--- src/sv/atan_pkg.sv ---
`timescale 1ns / 1ps
// ----------------------------------------------------------------------------
// atan_pkg
// Shared types and Q30 constants for the phase approximation block.
// ----------------------------------------------------------------------------
package atan_pkg;

    localparam int SAMPLE_WIDTH_DEF    = 16;
    localparam int ANGLE_FRAC_BITS_DEF = 13;

    // internal fixed point: Q30
    localparam int QB = 30;
    localparam int RW = QB + 1;          // ratio / product magnitude width (<= 1.0)
    localparam int AW = 34;              // signed Q30 angle width

    localparam logic [31:0] Q_ONE          = 32'h4000_0000;
    localparam logic [31:0] PI_Q           = 32'd3373259426;
    localparam logic [31:0] HALF_PI_Q      = 32'd1686629713;
    localparam logic [31:0] QTR_PI_Q       = 32'd843314857;
    localparam logic [31:0] THREE_QTR_PI_Q = 32'd2529944570;
    localparam logic [31:0] K_CUBIC_A      = 32'd210775520;
    localparam logic [31:0] K_CUBIC_B      = 32'd1054092349;
    localparam logic [31:0] K_RATIO        = 32'd300647711;

    // queue between front and back
    localparam int QDEPTH = 4;
    localparam int QPW    = $clog2(QDEPTH);

    // register map
    localparam logic REG_METHOD_SELECT = 1'b0;

    typedef enum logic {
        METHOD_CUBIC    = 1'b0,
        METHOD_RATIONAL = 1'b1
    } t_method;

    // classification of one sample, travels alongside the operands
    typedef struct packed {
        t_method method;
        logic    rneg;     // cubic: r is negative
        logic    base_hi;  // cubic: base is 3pi/4
        logic    yneg;
        logic    yzero;
        logic    xneg;
        logic    xzero;
        logic    swap;     // rational: ratio is x/y
    } t_flags;

endpackage

--- src/sv/atan_front.sv ---
`timescale 1ns / 1ps
// ----------------------------------------------------------------------------
// atan_front
// Accepts samples, works out operands and flags, and queues them.
// ----------------------------------------------------------------------------
module atan_front #(
    parameter int SW = 16,
    parameter int OW = SW + 2
) (
    input  logic                i_clk,
    input  logic                i_rst_n,
    input  atan_pkg::t_method   i_method,
    input  logic                i_valid,
    output logic                o_ready,
    input  logic [SW-1:0]       i_y,
    input  logic [SW-1:0]       i_x,
    input  logic                i_pop,
    output logic                o_head_valid,
    output logic [OW-1:0]       o_head_a,
    output logic [OW-1:0]       o_head_b,
    output atan_pkg::t_flags    o_head_flags
);
    import atan_pkg::*;

    logic signed [SW:0] w_ys, w_xs;
    logic [OW-1:0]      w_ay, w_ax, w_a, w_b;
    t_flags             w_fl;
    logic               w_push, w_pop;

    logic [OW-1:0]      r_a  [QDEPTH];
    logic [OW-1:0]      r_b  [QDEPTH];
    t_flags             r_fl [QDEPTH];
    logic [QPW-1:0]     r_wp, r_rp;
    logic [QPW:0]       r_cnt;

    always_comb begin
        w_ys = $signed({i_y[SW-1], i_y});
        w_xs = $signed({i_x[SW-1], i_x});
        w_ay = OW'(unsigned'(w_ys[SW] ? -w_ys : w_ys));
        w_ax = OW'(unsigned'(w_xs[SW] ? -w_xs : w_xs));

        w_fl         = '0;
        w_fl.method  = i_method;
        w_fl.yneg    = i_y[SW-1];
        w_fl.xneg    = i_x[SW-1];
        w_fl.yzero   = (i_y == '0);
        w_fl.xzero   = (i_x == '0);
        w_fl.base_hi = i_x[SW-1];
        w_fl.swap    = !(w_ay < w_ax);

        if (i_method == METHOD_CUBIC) begin
            w_b = w_ax + w_ay;
            w_a = (w_ax < w_ay) ? (w_ay - w_ax) : (w_ax - w_ay);
            w_fl.rneg = i_x[SW-1] ? (w_ay < w_ax) : (w_ax < w_ay);
            if (w_b == '0) begin
                // both parts zero: r = -1
                w_a       = OW'(1);
                w_b       = OW'(1);
                w_fl.rneg = 1'b1;
            end
        end else begin
            w_a = w_fl.swap ? w_ax : w_ay;
            w_b = w_fl.swap ? w_ay : w_ax;
            if (w_fl.xzero) begin
                w_a = '0;
                w_b = OW'(1);
            end
        end
    end

    assign o_ready      = (r_cnt != (QPW+1)'(QDEPTH));
    assign w_push       = i_valid && o_ready;
    assign o_head_valid = (r_cnt != '0);
    assign w_pop        = i_pop && o_head_valid;
    assign o_head_a     = r_a[r_rp];
    assign o_head_b     = r_b[r_rp];
    assign o_head_flags = r_fl[r_rp];

    always_ff @(posedge i_clk) begin
        if (!i_rst_n) begin
            r_wp  <= '0;
            r_rp  <= '0;
            r_cnt <= '0;
        end else begin
            if (w_push) r_wp <= r_wp + 1'b1;
            if (w_pop)  r_rp <= r_rp + 1'b1;
            r_cnt <= r_cnt + (QPW+1)'(w_push) - (QPW+1)'(w_pop);
        end
        if (w_push) begin
            r_a[r_wp]  <= w_a;
            r_b[r_wp]  <= w_b;
            r_fl[r_wp] <= w_fl;
        end
    end

endmodule

--- config.mk ---
export PLATFORM = sky130hd
export DESIGN_NAME = atan_front
export DESIGN_NICKNAME = d
export VERILOG_FILES = /design/src/sv/atan_pkg.sv /design/src/sv/atan_front.sv
export SDC_FILE = /design/constraint.sdc
export NUM_CORES = 1
export LEC_CHECK = 0
export ABC_AREA = 1
export BUFFER_PORTS_ARGS = -buffer_cell sky130_fd_sc_hd__buf_4
export CAP_MARGIN = 30
export CORE_ASPECT_RATIO = 1.75
export CORE_UTILIZATION = 30
export CTS_CLUSTER_SIZE = 14
export DETAILED_ROUTE_END_ITERATION = 8
export GPL_TIMING_DRIVEN = 0
export PLACE_DENSITY = 0.49
export SYNTH_ARGS = -nofsm -noshare
export SYNTH_HDL_FRONTEND = slang
export SYNTH_SLANG_ARGS = --single-unit
--- constraint.sdc ---
create_clock -name i_clk -period 5 [get_ports i_clk]
set_input_delay 0.5 -clock i_clk [delete_from_list [all_inputs] [get_ports i_clk]]
set_output_delay 0.5 -clock i_clk [all_outputs]
set_load 0.02 [all_outputs]
==> impl_metrics.json, run 1 <==
{
  "globalplace.congestion": 0.982,
  "die_area_um2": 40300,
  "cts_sinks": 181,
  "synth.area.top_cells": "edfxtp_1 (44%), nand2_1 (11%), o21ai_0 (6.5%), ha_1 (6.2%), nor2_1 (5.6%)",
  "cts_tree": "built",
  "num_rows": 96,
  "synth_xor_xnor_area_share_pct": 2.37,
  "area_delta_synth_final_pct": 16.6,
  "crit_chain": "buf_4 -> clkbuf_1 -> inv_1 -> or2_2 -> xor2_1 -> ha_1 -> buf_6 -> inv_1 -> a21oi_1 -> o21ai_2 -> nand2_1 -> nand2_1 -> nand2_1 -> nand2_1 -> nand2_1 -> nand2_4 -> buf_2 -> o21ai_0 -> o21ai_0",
  "port_buffers": 82,
  "grt_max_degree": 28,
  "start_kind": "input pin",
  "synthAdderAreaFrac_pct": 6.91,
  "fmax_mhz": 212,
  "setup_viol": 0,
  "rsz0062_at_grt": "false",
  "synth_top_family_by_area": "simple AND/OR/NAND/NOR gates",
  "cts_buffer_depth": 2,
  "postRouteAntennaNets": 0,
  "cts_made_buffers": 17,
  "r2r_cells": 5,
  "endpoint_kind": "flip-flop",
  "finalClockSkew_ps": 16.7,
  "drt_wl_total_mm": 44.1,
  "yosysSeqAreaShare_pct": 45.1,
  "yosysUniqueCellTypes": 42,
  "synth_flop_cell": "edfxtp_1",
  "postCtsSetupRepairBufs": 0,
  "via_per_inst": 5.01,
  "hold_viol_final": 0,
  "ir_drop_mv": 0.246,
  "die_w_um": 152,
  "hp-class": "in2reg",
  "ios": 83,
  "crit_arrival_ps": 4790,
  "violations": "design-rule violations",
  "h-tree-depth": 4,
  "finalCoreUtilization_pct": 35.4,
  "worstSkewPairLatency_ps": 440,
  "coreArea_um2": 39000,
  "vias": 10468,
  "cp_data_required_time_ps": 5070,
  "p_total_mw": 5.81,
  "postCtsHoldBufs": 0,
  "rrSetupSlack_ps": 2780,
  "worst_pin_slew_ps": 958,
  "synthCells": 1476,
  "max_cap_violations": 0,
  "synth.most_common_cell": "nand2_1",
  "yosys.area.top_type": "edfxtp_1",
  "fin_nets": 1689,
  "start_util_pct": 30.3,
  "status": "finished with violations",
  "synth_edf_count": 172,
  "muxShareOfSynthArea_pct": 0,
  "slew_violations": 0,
  "r2r-end": "r_b[0][3]$_DFFE_PP_",
  "grt_pass1_vias": 10557,
  "synth_top_cells_by_count": "nand2_1 (350), nor2_1 (176), edfxtp_1 (172)",
  "path_max_fanout": 10,
  "async_reset_ff_share_pct": 0,
  "grt_usage_pct": 22.2,
  "fin_crit_sh_pct": 94.3,
  "first_pass_iters": 7,
  "layout_min_cycle_time_ps": 4720,
  "grt_pass1_wl_mm": 64.6,
  "synth_compound_area_share_pct": 13.3,
  "drtIter0Drc": 595,
  "drc": 6,
  "synthSimpleGateAreaFrac_pct": 23.7,
  "grt-ovfl-total": 0,
  "cts-root-buf": "clkbuf_16",
  "ys_seq_elements": 181,
  "clk_pin_slew_worst_paths_ps": 70,
  "diodes": 0,
  "relSlewSlack_pct": 35.7,
  "cts_resized": 0,
  "critPathCapture": "r_b[1][4]$_DFFE_PP_",
  "tns_ps": 0,
  "p_per_area_nw_per_um2": 420,
  "synth_area_um2": 11800,
  "synth_warnings": 0,
  "final_layout_size_suffix_gt1_share_pct": 12.4,
  "synth_top_area_share_pct": 43.6,
  "p_leak_nw": 6.04,
  "synth_area_per_cell_um2": 8.03,
  "die_h_um": 265,
  "max_stage_delay_ps": 600,
  "antenna_found_initial": 0,
  "place_hpwl_mm": 35.2,
  "wl_per_cell_um": 21.1,
  "worst_path_max_delay_cell": "xor2_1",
  "r2r-start": "r_cnt[1]$_SDFF_PN0_",
  "criticalPathCategory": "in2reg",
  "crit_top_cell": "nand2_1",
  "startpoint": "i_y[15]"
}
## per-layer routing
metal	vias to the layer above	track usage [%]	share of wire (%)	routed length, um
li1	5093	-	-	-
met1	4943	21.1	35	15400
met2	293	42.2	53	23500
met3	139	1.96	2.7	1180
met4	0	19.6	9.2	4060
met5	-	0	0	0
## how the worst min path moves through the flow
| stage | startpoint | endpoint | cells past startpoint |
|---|---|---|---|
| 3_5_place_dp | r_rp[1]$_SDFFE_PN0P_ | r_rp[1]$_SDFFE_PN0P_ | 2 |
| 2_1_floorplan | r_rp[1]$_SDFFE_PN0P_ | flip-flop | 2 |
| 4_1_cts | i_x[15] | r_fl[3][5]$_DFFE_PP_ | 1 |
| 3_3_place_gp | r_rp[1]$_SDFFE_PN0P_ | r_rp[1]$_SDFFE_PN0P_ | 2 |
| 6_report | i_x[15] | r_fl[2][5]$_DFFE_PP_ | 1 |
| 5_1_grt | i_x[15] | r_fl[3][5]$_DFFE_PP_ | 1 |
## flip-flops by register name, indices dropped and copies added (netlist names), named ones only
register,cells
r_a,72
r_fl,28
r_rp,2
r_cnt,3
r_b,72
r_wp,2
## cell families (layout without fill, tap and decap cells)
family                   count (synthesis)  after routing
AND/OR/NAND/NOR                        666            666
buffers and inverters                  242            363
other                                    2              6
AO/OA/AOI/OAI                          290            290
XOR/XNOR                                32             32
flip-flops                             181            181
adder cells (fa/ha/maj)                 63             63
## report_power, final
group	switching (mW)	internal, mW
registers	0.0532	1.93
clock network	0.610	0.710
logic	1.73	0.774
## cell usage in the layout, fill, tap and decap left out, types with 4 or more instances in the layout
cell,synthesis,layout
clkbuf_1,33,33
xor2_1,29,29
ha_1,59,59
fa_1,4,4
inv_2,12,12
o21bai_1,7,7
nor2_2,10,10
nor3_1,9,9
o22ai_1,45,45
o211ai_1,8,8
conb_1,2,6
nand2_2,15,15
nand3_1,68,68
buf_4,12,95
nor2_4,1,5
edfxtp_1,172,172
buf_12,0,4
o21ai_0,155,153
dfxtp_1,9,9
nand4_1,8,8
o21ai_1,3,5
a21oi_1,62,62
inv_8,0,4
nand2_1,350,350
buf_6,6,6
inv_6,0,4
clkbuf_16,0,17
buf_2,8,11
inv_1,169,169
nor2_1,176,172
nand3b_1,16,16
## per-stage QoR
step / cell area, um^2 / hold WS, ps / setup WS [ps] / cells
global route: 13800 / 301 / 3.35 / 2091
global placement: 13100 / 450 / -105 / 2052
detailed placement: 13200 / 462 / 71.1 / 2060
floorplan: 11900 / 436 / 1530 / 1480
CTS: 13800 / 297 / 521 / 2091
finish: 13800 / 311 / 283 / 2091
## layout make-up
class	count	area, um^2
fillers	4113	25200
multi-input cells	1057	5540
flip-flops and latches	181	5350
repair buffers	90	718
inverters	183	687
well taps	490	613
clock buffers	17	425
plain buffers	59	322
clock inverters	14	160
## critical path: cells and delay by family
kind	cells	cell delay, ps
and+or+nand+nor	7	940
adders and majority gates	1	260
AOI/OAI and AO/OA	4	1290
buffers and inverters	6	1180
xor gates and xnor gates	1	600
No activity file was read; power rests on OpenSTA's default activity.
==> inputs of run 2 (changes only) <==
--- a/config.mk
+++ b/config.mk
@@ -5,7 +5,6 @@
 export SDC_FILE = /design/constraint.sdc
 export NUM_CORES = 1
 export LEC_CHECK = 0
-export ABC_AREA = 1
 export BUFFER_PORTS_ARGS = -buffer_cell sky130_fd_sc_hd__buf_4
 export CAP_MARGIN = 30
 export CORE_ASPECT_RATIO = 1.75
@@ -13,7 +12,7 @@
 export CTS_CLUSTER_SIZE = 14
 export DETAILED_ROUTE_END_ITERATION = 8
 export GPL_TIMING_DRIVEN = 0
-export PLACE_DENSITY = 0.49
+export PLACE_DENSITY = 0.5
 export SYNTH_ARGS = -nofsm -noshare
 export SYNTH_HDL_FRONTEND = slang
 export SYNTH_SLANG_ARGS = --single-unit
==> impl_metrics.json, run 2 <==
{
  "die_w_um": 145,
  "synth_area_um2": 10800,
  "fin_crit_sh_pct": 97.9,
  "cp_data_required_time_ps": 5180,
  "holdWs_ps": 290,
  "ir_drop_mv": 0.162,
  "path_max_fanout": 10,
  "synth_area_per_cell_um2": 12.0,
  "rrSetupSlack_ps": 2640,
  "synth.most_common_cell": "edfxtp_1",
  "r2r-end": "r_cnt[2]$_SDFF_PN0_",
  "fmax_mhz": 204,
  "synth_top_cells_by_count": "edfxtp_1 (172), inv_1 (66), ha_1 (59)",
  "num_rows": 91,
  "setup_viol": 0,
  "synth_flop_cell": "edfxtp_1",
  "cts_buffer_depth": 2,
  "post-place-ws_ps": -1260,
  "p_per_area_nw_per_um2": 450,
  "final_layout_size_suffix_gt1_share_pct": 24.5,
  "endpoint_kind": "flip-flop",
  "die_area_um2": 36700,
  "synth_edf_count": 172,
  "worstSkewPairLatency_ps": 440,
  "fin_nets": 1117,
  "r2r_cells": 10,
  "async_reset_ff_share_pct": 0,
  "postCtsHoldBufs": 0,
  "start_kind": "input pin",
  "ios": 83,
  "grt-ovfl-total": 0,
  "coreArea_um2": 35300,
  "layout_commonest_cell": "edfxtp_1",
  "finalClockSkew_ps": 11.4,
  "place_hpwl_mm": 25.9,
  "layout_min_cycle_time_ps": 4900,
  "synth_top_area_share_pct": 47.9,
  "cts-root-buf": "clkbuf_16",
  "startpoint": "i_y[6]",
  "criticalPathCategory": "in2reg",
  "yosys.area.top_type": "edfxtp_1",
  "crit_arrival_ps": 5080,
  "hp-class": "in2reg",
  "port_buffers": 82,
  "p_total_mw": 5.85,
  "synthCells": 897,
  "grt_usage_pct": 19.0,
  "globalplace.congestion": 0.945,
  "relSlewSlack_pct": 26.9,
  "rsz0062_at_grt": "false",
  "mostFrequentLayoutCells": "edfxtp_1 (172), buf_4 (96), inv_1 (65), ha_1 (59), a21oi_1 (58)",
  "drc": 0,
  "wl_per_cell_um": 22.7,
  "yosysUniqueCellTypes": 76,
  "fill_cells": 3500,
  "hold_viol_final": 0,
  "grt_pass1_vias": 8163,
  "h-tree-depth": 4,
  "diodes": 0,
  "critPathCapture": "r_a[1][3]$_DFFE_PP_",
  "cts_tree": "built",
  "p_leak_nw": 4.76,
  "area_delta_synth_final_pct": 20.7,
  "start_util_pct": 30.5,
  "synth_warnings": 0,
  "cts_made_buffers": 17,
  "slew_violations": 0,
  "yosysSeqAreaShare_pct": 49.6,
  "ys_seq_elements": 181,
  "antenna_found_initial": 0,
  "clk_pin_slew_worst_paths_ps": 70,
  "top_regs": "r_a x72, r_b x72, r_fl x28",
  "via_per_inst": 5.26,
  "status": "completed",
  "postRouteAntennaNets": 0,
  "drtIter0Drc": 433,
  "vias": 7857,
  "first_pass_iters": 5,
  "finalCoreUtilization_pct": 36.9,
  "max_cap_violations": 0,
  "drt_wl_total_mm": 33.9,
  "tns_ps": 0,
  "setup_slack_ps": 104,
  "die_h_um": 253,
  "r2r-start": "r_cnt[2]$_SDFF_PN0_",
  "grt_pass1_wl_mm": 51.1,
  "grt_max_degree": 32,
  "worst_pin_slew_ps": 1100,
  "cts_sinks": 181,
  "synth.area.top_cells": "edfxtp_1 (48%), mux4_2 (9.0%), ha_1 (6.9%), xnor2_1 (3.6%), a21oi_1 (2.7%)"
}
## run 2: cell count changes in the layout (fill, tap and decap cells not counted), moves of 13 or more
cell / before / now
nand2_1: 350 / 46
clkbuf_1: 33 / 15
xor2_1: 29 / 9
mux4_2: 0 / 43
nor2_1: 172 / 57
o22ai_1: 45 / 5
nand3_1: 68 / 15
inv_1: 169 / 65
nand2_2: 15 / 1
xnor2_1: 3 / 41
o21ai_0: 153 / 37
nand3b_1: 16 / 3
## run 2: layout make-up
type / count / area [um^2] / share of cell area [%]
Sequential cell: 181 / 5350 / 41.1
Multi-Input combinational cell: 606 / 5200 / 39.9
Timing Repair Buffer: 98 / 813 / 6.25
Tap cell: 465 / 582 / 4.47
Clock buffer: 19 / 433 / 3.33
Buffer: 47 / 253 / 1.94
Inverter: 66 / 248 / 1.90
Clock inverter: 13 / 139 / 1.07
## run 2: cells by family (layout without fill, tap and decap cells)
kind of cell / count (synthesis) / after routing / synth area share, %
mux: 49 / 49 / 9.56
xor+xnor: 54 / 54 / 4.39
flops: 181 / 181 / 49.6
compound gates: 221 / 221 / 14.2
simple gates: 213 / 213 / 10.1
buf+inv: 114 / 243 / 4.52
other cells: 2 / 6 / 0.0697
fa+ha+maj: 63 / 63 / 7.59
## run 2: worst min-delay path by stage
stage | startpoint | end | slack, ps | cells after the start
after floorplan | r_rp[1]$_SDFFE_PN0P_ | flip-flop | 550 | 2
after global placement | r_rp[1]$_SDFFE_PN0P_ | r_rp[1]$_SDFFE_PN0P_ | 580 | 2
after detailed placement | r_cnt[2]$_SDFF_PN0_ | r_cnt[2]$_SDFF_PN0_ | 590 | 2
after CTS | i_y[15] | r_fl[3][4]$_DFFE_PP_ | 280 | 1
after global routing | i_y[15] | r_fl[0][4]$_DFFE_PP_ | 270 | 1
final | i_y[15] | r_fl[3][4]$_DFFE_PP_ | 290 | 1
## run 2: worst max-delay path: stages
cell and delay, ps:
buf_4 120, or4_1 530, or3_1 480, o31ai_1 280, xnor2_1 370, ha_1 360
buf_6 150, and2_2 160, clkbuf_1 160, a211o_1 360, nor4_4 230, o21a_1 240
o2111ai_1 130, and4bb_1 300, a31oi_1 110, buf_4 240, o2bb2ai_2 140, buf_4 190
## run 2: per-layer routing
layer | up-vias | part of all wire (%) | global-route usage [%]
met1 | 3954 | 37 | 19.7
li1 | 3618 | - | -
met3 | 85 | 2.8 | 2.44
met4 | 0 | 5.8 | 11.7
met2 | 200 | 54 | 36.1
met5 | - | 0 | 0
## run 2: what timing repair did
item	4_1_cts	5_1_grt
gates resized for setup	32	16
pin swaps	3	4
buffers inserted	5	5
setup endpoints to repair	140	140
## run 2: stage by stage
step           cells  instance area (um^2)
2_1_floorplan    901                 10800
3_3_place_gp    1448                 12000
3_5_place_dp    1453                 12100
4_1_cts         1490                 12900
5_1_grt         1495                 13000
6_report        1495                 13000
## run 2: where the power goes
group	internal [mW]	switching (mW)
Combinational	1.04	1.51
Clock	0.703	0.594
Sequential	1.96	0.0476
Total	3.70	2.15
